**src/hdl/dmac4_pkg.sv**
```systemverilog
package dmac4_pkg;

    localparam logic [1:0] KIND_REG_WRITE = 2'd0;
    localparam logic [1:0] KIND_TRIGGER   = 2'd1;
    localparam logic [1:0] KIND_FIFO      = 2'd2;
    localparam logic [1:0] KIND_TICK      = 2'd3;

    localparam logic [3:0] SUB_SRC_LO  = 4'd0;
    localparam logic [3:0] SUB_SRC_HI  = 4'd2;
    localparam logic [3:0] SUB_DST_LO  = 4'd4;
    localparam logic [3:0] SUB_DST_HI  = 4'd6;
    localparam logic [3:0] SUB_COUNT   = 4'd8;
    localparam logic [3:0] SUB_CONTROL = 4'd10;

    localparam logic [1:0] MODE_INC   = 2'd0;
    localparam logic [1:0] MODE_DEC   = 2'd1;
    localparam logic [1:0] MODE_FIXED = 2'd2;
    localparam logic [1:0] MODE_RELOAD = 2'd3;

    localparam logic [1:0] TIMING_FIFO = 2'd3;

    localparam int CTRL_ENABLE = 15;
    localparam int CTRL_IRQ    = 14;
    localparam int CTRL_WORD   = 10;
    localparam int CTRL_REPEAT = 9;

    // Working copies of one channel, kept together in one memory entry.
    typedef struct packed {
        logic [31:0] src;
        logic [31:0] dst;
        logic [16:0] count;
    } t_work;

    function automatic logic [31:0] f_advance(input logic [31:0] addr,
                                              input logic [1:0] mode,
                                              input logic [2:0] step);
        logic [31:0] r;
        begin
            case (mode)
                MODE_DEC:   r = addr - {29'd0, step};
                MODE_FIXED: r = addr;
                default:    r = addr + {29'd0, step};
            endcase
            return r;
        end
    endfunction

endpackage

```
**src/hdl/four_channel_dma_controller_top.sv**
```systemverilog
// Four-channel DMA controller.
// One input request channel (valid/ready) carries register writes, timing
// triggers, sound FIFO requests and transfer ticks; every accepted request
// yields exactly one result on the output channel (valid/ready). A tick with
// an active or pending channel yields one aligned halfword or word copy.
// Working source, destination and count of all channels sit in one
// synchronous memory with a registered read port. The memory read starts at
// the edge that accepts a request into the fetch register, and the execute
// step does the read-modify-write once the output register is free; a write
// back to the entry just read is forwarded, so a new request can be accepted
// every cycle while the receiver does not stall. Each result is registered
// in the output register, and throughput is one request per cycle without stalls.
// When the receiver stalls the output register holds, the execute stage
// holds, and ready drops once both the output register and the execute
// stage are full, so no result is lost. Reset clears the latches, control
// words, pending bits and the working memory's valid bits; there is no
// clearing pass and the block takes requests right after reset.
module four_channel_dma_controller_top
    import dmac4_pkg::*;
#(
    parameter int NUM_CHANNELS     = 4,
    parameter int FIFO_BURST_WORDS = 4
) (
    input  logic        i_clk,
    input  logic        i_rst_n,
    input  logic        i_valid,
    output logic        o_ready,
    input  logic [1:0]  i_kind,
    input  logic [5:0]  i_reg_offset,
    input  logic [15:0] i_write_value,
    input  logic [1:0]  i_timing_event,
    input  logic        i_fifo_select,
    output logic        o_valid,
    input  logic        i_ready,
    output logic        o_xfer_valid,
    output logic [31:0] o_src_addr,
    output logic [31:0] o_dst_addr,
    output logic        o_word_size,
    output logic [1:0]  o_xfer_channel,
    output logic        o_run_last,
    output logic [3:0]  o_irq_request,
    output logic [3:0]  o_enabled_mask
);

    localparam int BW = $clog2(FIFO_BURST_WORDS + 1);

    // Fetch stage: the request waiting for its memory read.
    logic        r_f_vld;
    logic [1:0]  r_f_kind;
    logic [5:0]  r_f_off;
    logic [15:0] r_f_val;
    logic [1:0]  r_f_tev;
    logic        r_f_fsel;

    // Output register.
    logic        r_o_vld;
    logic        r_xv, r_ws, r_last;
    logic [31:0] r_sa, r_da;
    logic [1:0]  r_xch;
    logic [3:0]  r_irq, r_en;

    // Control state in flip-flops; working copies in the memory.
    logic [27:0] r_src_l [4];
    logic [27:0] r_dst_l [4];
    logic [15:0] r_cnt_l [4];
    logic [15:0] r_ctrl  [4];
    logic [3:0]  r_prun, r_pfifo, r_wvalid;
    logic [2:0]  r_act;
    logic [BW-1:0] r_bleft;

    t_work       r_mem [4];
    t_work       r_rd;
    logic [1:0]  r_rd_ch;
    logic        r_rd_fwd_vld;
    t_work       r_fwd;

    // Which entry the fetch stage reads: the channel a request may touch.
    logic [1:0]  rd_addr;
    logic [1:0]  ch_of_off;

    always_comb begin
        if (i_reg_offset < 6'd12) begin
            ch_of_off = 2'd0;
        end else if (i_reg_offset < 6'd24) begin
            ch_of_off = 2'd1;
        end else if (i_reg_offset < 6'd36) begin
            ch_of_off = 2'd2;
        end else begin
            ch_of_off = 2'd3;
        end
    end

    // The tick channel is predicted before execute, so a tick reads one lane:
    // the memory is four entries, and a tick's entry is picked from the
    // forwarded copy and one read port by prediction below.
    logic        accept_in, out_free, exe_go;
    logic [1:0]  tick_pick;

    assign out_free  = !r_o_vld || i_ready;
    assign exe_go    = r_f_vld && out_free;
    assign o_ready   = !r_f_vld || out_free;
    assign accept_in = i_valid && o_ready;

    // Execute-stage combinational update.
    logic [2:0]  n_act;
    logic [BW-1:0] n_bleft;
    logic [3:0]  n_prun, n_pfifo;
    logic [15:0] n_ctrl [4];
    logic [27:0] n_src_l [4];
    logic [27:0] n_dst_l [4];
    logic [15:0] n_cnt_l [4];
    logic        wr_en;
    logic [1:0]  wr_ch;
    t_work       wr_data;
    logic        xv, ws, last;
    logic [31:0] sa, da;
    logic [1:0]  xch;
    logic [3:0]  irq;
    t_work       cur;
    logic [3:0]  fch, fsub;
    logic [2:0]  step;
    logic [16:0] fullc;
    logic        burst;
    logic [BW-1:0] left;
    logic [1:0]  smode, dmode;
    logic [15:0] c;
    logic        word;

    // Entry read in fetch; next tick's channel is the active one if any,
    // else lowest pending (computed from state as it will stand).
    always_comb begin
        tick_pick = 2'd0;
        if (n_act < 3'd4) begin
            tick_pick = n_act[1:0];
        end else begin
            for (int k = NUM_CHANNELS - 1; k >= 0; k--) begin
                if (n_pfifo[k] || n_prun[k]) tick_pick = 2'(k);
            end
        end
    end

    // When a request reaches execute, the read data belongs to rd_ch.
    always_comb begin
        if (exe_go || !r_f_vld) begin
            rd_addr = (i_kind == KIND_TICK) ? tick_pick : ch_of_off;
        end else begin
            rd_addr = r_rd_ch;
        end
    end

    always_comb begin
        n_act   = r_act;
        n_bleft = r_bleft;
        n_prun  = r_prun;
        n_pfifo = r_pfifo;
        for (int k = 0; k < 4; k++) begin
            n_ctrl[k]  = r_ctrl[k];
            n_src_l[k] = r_src_l[k];
            n_dst_l[k] = r_dst_l[k];
            n_cnt_l[k] = r_cnt_l[k];
        end
        wr_en = 1'b0; wr_ch = r_rd_ch; wr_data = '0;
        xv = 1'b0; ws = 1'b0; last = 1'b0; sa = '0; da = '0; xch = '0; irq = '0;
        fch = 4'd0; fsub = 4'd0; step = 3'd2; fullc = '0; burst = 1'b0;
        left = '0; smode = '0; dmode = '0; c = '0; word = 1'b0;
        cur = r_rd_fwd_vld ? r_fwd : (r_wvalid[r_rd_ch] ? r_rd : '0);

        if (r_f_vld) begin
            unique case (r_f_kind)
                KIND_REG_WRITE: begin
                    if (r_f_off < 6'd12) begin
                        fch = 4'd0; fsub = r_f_off[3:0];
                    end else if (r_f_off < 6'd24) begin
                        fch = 4'd1; fsub = 4'(r_f_off - 6'd12);
                    end else if (r_f_off < 6'd36) begin
                        fch = 4'd2; fsub = 4'(r_f_off - 6'd24);
                    end else begin
                        fch = 4'd3; fsub = 4'(r_f_off - 6'd36);
                    end
                    if (r_f_off < 6'd48 && 32'(fch) < NUM_CHANNELS) begin
                        case (fsub)
                            SUB_SRC_LO: n_src_l[fch[1:0]][15:0] = r_f_val;
                            SUB_SRC_HI: n_src_l[fch[1:0]][27:16] =
                                (fch == 4'd3) ? r_f_val[11:0]
                                              : {1'b0, r_f_val[10:0]};
                            SUB_DST_LO: n_dst_l[fch[1:0]][15:0] = r_f_val;
                            SUB_DST_HI: n_dst_l[fch[1:0]][27:16] =
                                (fch == 4'd3) ? r_f_val[11:0]
                                              : {1'b0, r_f_val[10:0]};
                            SUB_COUNT: n_cnt_l[fch[1:0]] = (fch == 4'd3) ?
                                r_f_val : {2'b00, r_f_val[13:0]};
                            SUB_CONTROL: begin
                                n_ctrl[fch[1:0]] = r_f_val;
                                if (!r_ctrl[fch[1:0]][CTRL_ENABLE]
                                    && r_f_val[CTRL_ENABLE]) begin
                                    c = r_cnt_l[fch[1:0]];
                                    wr_en = 1'b1; wr_ch = fch[1:0];
                                    wr_data.src = {4'd0, r_src_l[fch[1:0]]};
                                    wr_data.dst = {4'd0, r_dst_l[fch[1:0]]};
                                    wr_data.count = (c != 16'd0) ? {1'b0, c} :
                                        ((fch == 4'd3) ? 17'h10000 : 17'h04000);
                                    if (r_f_val[13:12] == 2'd0)
                                        n_prun[fch[1:0]] = 1'b1;
                                end
                                if (!r_f_val[CTRL_ENABLE]) begin
                                    n_prun[fch[1:0]]  = 1'b0;
                                    n_pfifo[fch[1:0]] = 1'b0;
                                    if (r_act == {1'b0, fch[1:0]}) begin
                                        n_act = 3'd4; n_bleft = '0;
                                    end
                                end
                            end
                            default: ;
                        endcase
                    end
                end
                KIND_TRIGGER: begin
                    for (int k = 0; k < NUM_CHANNELS; k++) begin
                        if (r_ctrl[k][CTRL_ENABLE] && r_ctrl[k][13:12] == r_f_tev)
                            n_prun[k] = 1'b1;
                    end
                end
                KIND_FIFO: begin
                    if (32'(r_f_fsel) + 1 < NUM_CHANNELS
                        && r_ctrl[2'(r_f_fsel) + 2'd1][CTRL_ENABLE]
                        && r_ctrl[2'(r_f_fsel) + 2'd1][13:12] == TIMING_FIFO)
                        n_pfifo[2'(r_f_fsel) + 2'd1] = 1'b1;
                end
                KIND_TICK: begin
                    if (r_act >= 3'd4) begin
                        if (r_pfifo[r_rd_ch] || r_prun[r_rd_ch]) begin
                            n_act = {1'b0, r_rd_ch};
                            if (r_pfifo[r_rd_ch]) begin
                                n_pfifo[r_rd_ch] = 1'b0;
                                burst = 1'b1; left = BW'(FIFO_BURST_WORDS);
                            end else begin
                                n_prun[r_rd_ch] = 1'b0;
                                if (cur.count == 17'd0) begin
                                    c = r_cnt_l[r_rd_ch];
                                    cur.count = (c != 16'd0) ? {1'b0, c} :
                                        ((r_rd_ch == 2'd3) ? 17'h10000 : 17'h04000);
                                end
                            end
                        end
                    end else if (r_bleft != '0) begin
                        burst = 1'b1; left = r_bleft;
                    end
                    if (n_act < 3'd4) begin
                        smode = r_ctrl[r_rd_ch][8:7];
                        dmode = r_ctrl[r_rd_ch][6:5];
                        xv = 1'b1; xch = r_rd_ch;
                        wr_en = 1'b1; wr_ch = r_rd_ch; wr_data = cur;
                        if (burst) begin
                            ws = 1'b1;
                            sa = {cur.src[31:2], 2'b00};
                            da = {cur.dst[31:2], 2'b00};
                            wr_data.src = f_advance(cur.src, smode, 3'd4);
                            left = left - BW'(1);
                            n_bleft = left;
                            if (left == '0) begin
                                last = 1'b1; n_act = 3'd4;
                            end
                        end else begin
                            word = r_ctrl[r_rd_ch][CTRL_WORD];
                            step = word ? 3'd4 : 3'd2;
                            ws = word;
                            sa = {cur.src[31:2], word ? 1'b0 : cur.src[1], 1'b0};
                            da = {cur.dst[31:2], word ? 1'b0 : cur.dst[1], 1'b0};
                            wr_data.src = f_advance(cur.src, smode, step);
                            wr_data.dst = f_advance(cur.dst, dmode, step);
                            wr_data.count = (cur.count > 17'd1) ?
                                cur.count - 17'd1 : 17'd0;
                            if (wr_data.count == 17'd0) begin
                                last = 1'b1; n_act = 3'd4;
                                if (dmode == MODE_RELOAD)
                                    wr_data.dst = {4'd0, r_dst_l[r_rd_ch]};
                                if (r_ctrl[r_rd_ch][CTRL_IRQ])
                                    irq[r_rd_ch] = 1'b1;
                                if (r_ctrl[r_rd_ch][CTRL_REPEAT]) begin
                                    c = r_cnt_l[r_rd_ch];
                                    wr_data.count = (c != 16'd0) ? {1'b0, c} :
                                        ((r_rd_ch == 2'd3) ? 17'h10000 : 17'h04000);
                                end else begin
                                    n_ctrl[r_rd_ch][CTRL_ENABLE] = 1'b0;
                                    n_prun[r_rd_ch]  = 1'b0;
                                    n_pfifo[r_rd_ch] = 1'b0;
                                end
                            end
                        end
                    end
                end
                default: ;
            endcase
        end
        if (!exe_go) begin
            n_act = r_act; n_bleft = r_bleft; n_prun = r_prun; n_pfifo = r_pfifo;
            for (int k = 0; k < 4; k++) begin
                n_ctrl[k]  = r_ctrl[k];
                n_src_l[k] = r_src_l[k];
                n_dst_l[k] = r_dst_l[k];
                n_cnt_l[k] = r_cnt_l[k];
            end
            wr_en = 1'b0;
        end
    end

    // Working-copy memory: one write port, one registered read port.
    always_ff @(posedge i_clk) begin
        if (wr_en) begin
            r_mem[wr_ch] <= wr_data;
        end
        r_rd    <= r_mem[rd_addr];
        r_rd_ch <= rd_addr;
        r_fwd   <= wr_data;
    end

    always_ff @(posedge i_clk) begin
        if (!i_rst_n) begin
            r_f_vld      <= 1'b0;
            r_o_vld      <= 1'b0;
            r_prun       <= '0;
            r_pfifo      <= '0;
            r_wvalid     <= '0;
            r_act        <= 3'd4;
            r_bleft      <= '0;
            r_rd_fwd_vld <= 1'b0;
            for (int k = 0; k < 4; k++) begin
                r_src_l[k] <= '0;
                r_dst_l[k] <= '0;
                r_cnt_l[k] <= '0;
                r_ctrl[k]  <= '0;
            end
        end else begin
            r_act   <= n_act;
            r_bleft <= n_bleft;
            r_prun  <= n_prun;
            r_pfifo <= n_pfifo;
            for (int k = 0; k < 4; k++) begin
                r_src_l[k] <= n_src_l[k];
                r_dst_l[k] <= n_dst_l[k];
                r_cnt_l[k] <= n_cnt_l[k];
                r_ctrl[k]  <= n_ctrl[k];
            end
            if (wr_en) begin
                r_wvalid[wr_ch] <= 1'b1;
            end
            // Forward the write when the next read targets the same entry.
            r_rd_fwd_vld <= wr_en && (wr_ch == rd_addr);
            r_f_vld <= accept_in || (r_f_vld && !exe_go);
            r_o_vld <= exe_go || (r_o_vld && !i_ready);
        end
    end

    always_ff @(posedge i_clk) begin
        if (accept_in) begin
            r_f_kind <= i_kind;
            r_f_off  <= i_reg_offset;
            r_f_val  <= i_write_value;
            r_f_tev  <= i_timing_event;
            r_f_fsel <= i_fifo_select;
        end
        if (exe_go) begin
            r_xv   <= xv;
            r_sa   <= sa;
            r_da   <= da;
            r_ws   <= ws;
            r_xch  <= xch;
            r_last <= last;
            r_irq  <= irq;
            for (int k = 0; k < 4; k++) begin
                r_en[k] <= n_ctrl[k][CTRL_ENABLE];
            end
        end
    end

    assign o_valid        = r_o_vld;
    assign o_xfer_valid   = r_xv;
    assign o_src_addr     = r_sa;
    assign o_dst_addr     = r_da;
    assign o_word_size    = r_ws;
    assign o_xfer_channel = r_xch;
    assign o_run_last     = r_last;
    assign o_irq_request  = r_irq;
    assign o_enabled_mask = r_en;

endmodule
```
**config.mk**
```make
export PLATFORM = sky130hd
export DESIGN_NAME = four_channel_dma_controller_top
export DESIGN_NICKNAME = d
export VERILOG_FILES = /design/src/hdl/dmac4_pkg.sv /design/src/hdl/four_channel_dma_controller_top.sv
export SDC_FILE = /design/constraint.sdc
export NUM_CORES = 2
export LEC_CHECK = 0
export ABC_AREA = 1
export BUFFER_PORTS_ARGS = -buffer_cell sky130_fd_sc_hd__buf_2
export CAP_MARGIN = 20
export CORE_UTILIZATION = 50
export DETAILED_ROUTE_END_ITERATION = 12
export PLACE_DENSITY = 0.64
export REMOVE_ABC_BUFFERS = 1
export SYNTH_ARGS = -nofsm -noshare
export SYNTH_HDL_FRONTEND = slang
export SYNTH_SLANG_ARGS = --single-unit
```
**constraint.sdc**
```tcl
create_clock -name i_clk -period 12.3 [get_ports i_clk]
set_clock_uncertainty 0.05 [all_clocks]
set_input_delay 1.845 -clock i_clk [delete_from_list [all_inputs] [get_ports i_clk]]
set_output_delay 1.845 -clock i_clk [all_outputs]
set_load 0.01 [all_outputs]
```
-- After elaboration in Yosys (flattened, before gate mapping)
Memory sizes are Yosys's and may differ from the RTL's. A register that Yosys moved wholly into a read port is not among the register bits.
Cells that the tools add are included.
- input bits: 31
- word-level logic and storage cells: 397
- output and inout port bits: 79
- bits in registers: 208
- memories: 5
- RAM bits: 676
- add/subtract/negate cells: 13
- equal/unequal tests: 29
- reductions and logical operators: 49
- bitwise logic cells: 36
- multiplexer cells: 213
- magnitude comparators: 25
- memories (name ; depth ; width ; read ports ; clocked after memory_dff ; write ports ; RTL line ; RTL):
    r_mem ; 4 ; 81 ; 1 ; 1 ; 1 ; four_channel_dma_controller_top.sv:71 ; t_work r_mem [4];
    r_dst_l ; 4 ; 28 ; 6 ; 1 ; 4 ; four_channel_dma_controller_top.sv:64 ; logic [27:0] r_dst_l [4];
    r_src_l ; 4 ; 28 ; 5 ; 0 ; 4 ; four_channel_dma_controller_top.sv:63 ; logic [27:0] r_src_l [4];
    r_cnt_l ; 4 ; 16 ; 6 ; 1 ; 4 ; four_channel_dma_controller_top.sv:65 ; logic [15:0] r_cnt_l [4];
    r_ctrl ; 4 ; 16 ; 7 ; 1 ; 4 ; four_channel_dma_controller_top.sv:66 ; logic [15:0] r_ctrl [4];
- operators with widths (operator ; count):
    $mux W112 ; 8
    $mux W64 ; 13
    $bwmux W112 ; 4
    $pmux W112 S2 ; 2
    $mux W81 ; 4
    $mux W28 ; 9
    $mux W77 ; 3
    $mux W17 ; 12
    $mux W16 ; 12
    $pmux W32 S2 ; 3
    $mux W4 ; 42
    $pmux W81 S2 ; 1
    $bwmux W64 ; 2
    $pmux W64 S2 ; 1
    $demux W28 S2 ; 2
    $mux W49 ; 2
    $mux W3 ; 27
    $add A32 B3 Y32 ; 2
    $and A64 B64 Y64 ; 1
    $demux W16 S2 ; 2
    $mux W32 ; 2
    $not A64 Y64 ; 1
    $sub A32 B3 Y32 ; 2
    $logic_not A17 Y1 ; 2
    53 further kinds ; 206

-- Depth between registers and ports, before layout
- depth in word-level cells: 34
- depth in mapped cells: 44
- mapped depth without buffers: 39

-- Worst setup path after synthesis
No wires, ideal clock.
- path kind: input to register
- start: input port i_ready
- end: memory r_ctrl[0][10]
- data required time: 12.180 ns
- library setup time: 0.070 ns
- stages: 11
- setup slack: 4.724 ns
- arrival time: 7.455 ns
- path buffers: 1
- cell sequence: nor2_1 > nor2_1 > inv_1 > nor3_1 > inv_1 > nor3_1 > clkinv_1 > nor3_1 > clkbuf_1 > o211ai_1 > a21oi_1
- RTL lines (element ; RTL line ; RTL):
    start: declaration ; four_channel_dma_controller_top.sv:34 ; input logic i_ready,
    end: declaration ; four_channel_dma_controller_top.sv:66 ;

-- Worst setup path in the final report
- start: register r_rd_ch[1]
- end: register r_rd[29] (netlist name)
- longest elaborated chain between the ends: 28
- elaborated cells between the ends (all ways): 93
- those cells by class: 2 x add/sub; 5 x order compare; 1 x eq/ne; 71 x mux; 5 x bitwise; 9 x reduce/logical
- ends and longest elaborated chain (element ; RTL line ; RTL):
    start: declaration ; four_channel_dma_controller_top.sv:73 ; logic [1:0] r_rd_ch;
    start signal: assignment ; four_channel_dma_controller_top.sv:313 ; r_rd_ch <= rd_addr;
    $bmux W1 S2 ; four_channel_dma_controller_top.sv:166 ; cur = r_rd_fwd_vld ? r_fwd : (r_wvalid[r_rd_ch] ? r_rd : '0);
    $mux W1 (not written as such) ; four_channel_dma_controller_top.sv:166 ;
    $mux W81 (2 in series) ; four_channel_dma_controller_top.sv:166 ;
    $logic_not A17 Y1 ; four_channel_dma_controller_top.sv:238 ; if (cur.count == 17'd0) begin
    $mux W17 ; four_channel_dma_controller_top.sv:238 ;
    $mux W17 ; four_channel_dma_controller_top.sv:233 ; if (r_pfifo[r_rd_ch]) begin
    $mux W17 ; four_channel_dma_controller_top.sv:231 ; if (r_pfifo[r_rd_ch] || r_prun[r_rd_ch]) begin
    $mux W17 ; four_channel_dma_controller_top.sv:230 ; if (r_act >= 3'd4) begin
    (+8 left out) ; -- ;
    $pmux W4 S3 ; four_channel_dma_controller_top.sv:169 ; unique case (r_f_kind)
    $mux W4 ; four_channel_dma_controller_top.sv:168 ; if (r_f_vld) begin
    $mux W4 ; four_channel_dma_controller_top.sv:295 ; if (!exe_go) begin
    $logic_or A1 B1 Y1 ; four_channel_dma_controller_top.sv:137 ; if (n_pfifo[k] || n_prun[k]) tick_pick = 2'(k);
    $mux W2 (4 in series) ; four_channel_dma_controller_top.sv:137 ;
    $mux W2 ; four_channel_dma_controller_top.sv:133 ; if (n_act < 3'd4) begin
    $mux W2 ; four_channel_dma_controller_top.sv:145 ; rd_addr = (i_kind == KIND_TICK) ? tick_pick : ch_of_off;
    $mux W2 (*) ; four_channel_dma_controller_top.sv:144 ; if (exe_go || !r_f_vld) begin
Mark *: on every way between the ends. The rest lies on a longest branch, timed or not. The select of a mux whose other input is x is not followed.
A chain may end at the register's enable or synchronous reset.

==> metrics.md <==
| Metric | Value |
|---|---|
| Status | `completed` |
| Final Power | `~0.0073 W` |
| Commonest non-fill, non-tap cell in the layout | `nand2_1` |
| Async SR Flop Fraction | `0` |
| Non-Filler Instances | `between 6000 and 7000` |
| Die extent in y | `a little over 300 um` |
| Final critical-path share of the clock period | `0.689` |
| Clk root buf | `clkbuf_16` |
| Skew-Pair Late Insertion Delay | `0.70 ns` |
| Worst setup path start | `r_rd_ch[1]` |
| Main synth FF type | `dfxtp_1` |
| RSZ-0062 raised after global routing | `no` |
| Hold Vio Cnt, Final | `0` |
| Yosys reg bits | `919` |
| Post-route cell area | `0.0494 mm2` |
| Initial DRT Pass Iterations | `8` |
| Worst EP arrival | `8.99 ns` |
| Place WS | `4.01 ns` |
| CTS tree | `yes` |
| Leading area contributor after synthesis | `edfxtp_1` |
| Total core area | `around 0.09 mm2` |
| Mapped Area | `roughly 0.045 mm2` |
| Post-detailed-route count of antenna-violating nets | `0` |
| Total CTS buffers | `96` |
| Slew Limit Fails | `0` |
| CP required | `12.81 ns` |
| Initial Utilization | `0.507` |
| Post-synth EDFFs | `approximately 420` |
| Worst r2r src | `r_rd_ch[1]` |
| Dpl cells | `~6600` |
| CP max FO | `49` |
| P per Cell Area | `147 mW/mm2` |
| Fillers | `approximately 8000` |
| Synth unique cells | `between 60 and 70` |
| Syn avg cell area | `slightly above 8 um2` |
| Initial antenna violation count | `2` |
| Most frequent CP cell | `nand2_1` |
| HP Start | `r_src_l[1][27]` |
| Warnings, synthesis | `0` |
| Crit path launch type | `register` |
| Max VDD drop | `0.000136 V` |
| Static Leak | `20.5 nW` |
| Vias | `39023` |
| Pin count of the biggest net entering global routing | `approximately 110` |
| Share of post-route cells with drive strength above 1 | `0.0711` |
| CP max stage cell | `nand2_2` |
| Max_slew headroom | `0.0816` |
| Crit end category | `register` |
| Synthesis-to-layout area growth | `9.97%` |
| DR iter-0 viols | `roughly 4100` |
| Commonest cells after routing, fill and taps aside | `nand2_1, inv_1, a21oi_1` |
| Grt ovf | `0` |
| Mapped Cells | `between 5000 and 6000` |
| Hold buffer count at cts | `0` |
| Post-detail-place hpwl | `between 90000 and 100000 um` |
| Sequential area share after synthesis | `0.502` |
| Antenna diodes | `0` |
| Max Clock Freq | `between 0.1 and 0.15 GHz` |
| # setup viols final | `0` |
| DRC | `0` |
| DP Area | `around 0.046 mm2` |
| # IOs | `110` |
| Die X | `~300 um` |
| Number of port buffers | `around 110` |
| Routability cong. | `0.968` |
| Final WS setup | `between 3 and 4 ns` |
| Clock sink count | `around 920` |
| Final #Nets | `roughly 5600` |
| Worst Setup Path Type | `register to register` |
| H-tree depth | `3` |
| Tightest Hold Check Type | `register to register` |
| Number of global-route vias before repair | `roughly 36000` |
| Die area | `0.0911 mm2` |
| Post-Route WL | `around 150000 um` |
| Ranking of synthesized cells by area | `edfxtp_1, dfxtp_1, nand2_1` |
| Worst path max stage delay | `roughly 0.85 ns` |
| GRT Util Overall | `0.317` |
| First-pass GRT wire length | `roughly 220000 um` |
| Post-CTS Resized | `0` |
| Post-layout min period | `~8.5 ns` |
| Max-cap violations | `0` |
| Clock Tree Buf Depth | `3` |
| Site Rows | `approximately 110` |
| Routed len/inst | `about 22 um` |
| Actual slew at the worst max-slew pin | `1.38 ns` |
| Post-CTS setup buffers | `0` |
| Post-synth top area share | `0.279` |
| Clock slew at reported path FFs | `about 0.060 ns` |
| Via density | `around 5.8` |
## cells in the mapped netlist, types with 18 or more instances
cell type and number:
xor2_1 34, nand2_1 996, xnor2_1 18, nor2_1 476, a21oi_1 503, nand3b_1 79
nor3_1 36, edfxtp_1 418, a211oi_1 79, buf_2 43, and2_1 66, clkbuf_1 251
a22oi_1 30, inv_1 683, a31oi_1 26, dfxtp_1 501, nand3_1 373, o22ai_1 59
nand4_1 40, o21ai_0 463, buf_1 19, o211ai_1 64, o221ai_1 29, ha_1 72
## final cells by class
class / count / area (um2) / area share
Inverter: 707 / 2660 / 0.0537
Clock inverter: 55 / 633 / 0.0128
Timing Repair Buffer: 179 / 1100 / 0.0223
Tap cell: 1165 / 1460 / 0.0295
Multi-Input combinational cell: 3584 / 18400 / 0.372
Clock buffer: 124 / 2620 / 0.0530
Sequential cell: 919 / 22600 / 0.457
## cell families after synthesis
family | Yosys count | synth area share
AND/OR/NAND/NOR | 2101 | 0.202
AO/OA/AOI/OAI | 1355 | 0.173
buffers and inverters | 1046 | 0.0921
flip-flops | 919 | 0.502
adder cells (fa/ha/maj) | 73 | 0.0205
XOR/XNOR | 52 | 0.0101
other | 1 | 0.0000834
multiplexers | 1 | 0.000251
## power breakdown
part           internal [W]  switching, W  total (W)
Sequential          0.00325     0.0000413    0.00330
Clock               0.00174       0.00126    0.00301
Combinational      0.000247      0.000724   0.000971
## flip-flops by register name (all words and copies together), names as in the netlist, 2 cells and up
register and count:
o_irq_request 4, r_rd 79, r_f_tev 2, r_act 3, r_cnt_l 64, r_f_val 16, r_src_l 108, r_mem 316
r_pfifo 4, r_f_kind 2, o_src_addr 31, o_xfer_channel 2, r_bleft 3, r_prun 4, r_ctrl 40, r_rd_ch 2
r_wvalid 4, o_enabled_mask 4, r_dst_l 108, r_fwd 79, r_f_off 6, o_dst_addr 31
## worst max-delay path, delay by kind of cell (launching register included)
kind | cells | cell delay, ns
and+or+nand+nor | 24 | 4.42
buffers and inverters | 7 | 2.41
AOI/OAI and AO/OA | 3 | 0.45
adders and majority gates | 1 | 0.14
DFF | 1 | 0.78
## final timing paths
path                     to  slack [ns]  cells past startpoint
min reg2reg  r_src_l[1][27]        0.38                      2
max reg2reg        r_rd[29]        3.82                     35
min          r_src_l[1][27]        0.38                      2
max                r_rd[29]        3.82                     35
## through the flow
stage	setup TNS, ns	hold WS [ns]	util
6_report	0	0.384	0.558
2_1_floorplan	-223.27	0.362	-
3_5_place_dp	0	0.376	0.521
5_1_grt	0	0.400	0.558
3_3_place_gp	0	0.370	0.520
4_1_cts	0	0.385	0.557
## per-layer routing
layer,share of wire,vias up,global-route usage,routed length [um]
met1,0.43,18416,0.433,62400
met5,0.000048,-,0,7
met3,0.081,322,0.0495,11900
li1,-,18559,-,-
met4,0.039,2,0.128,5730
met2,0.45,1724,0.503,65800
Power figures use the tool's default switching activity.
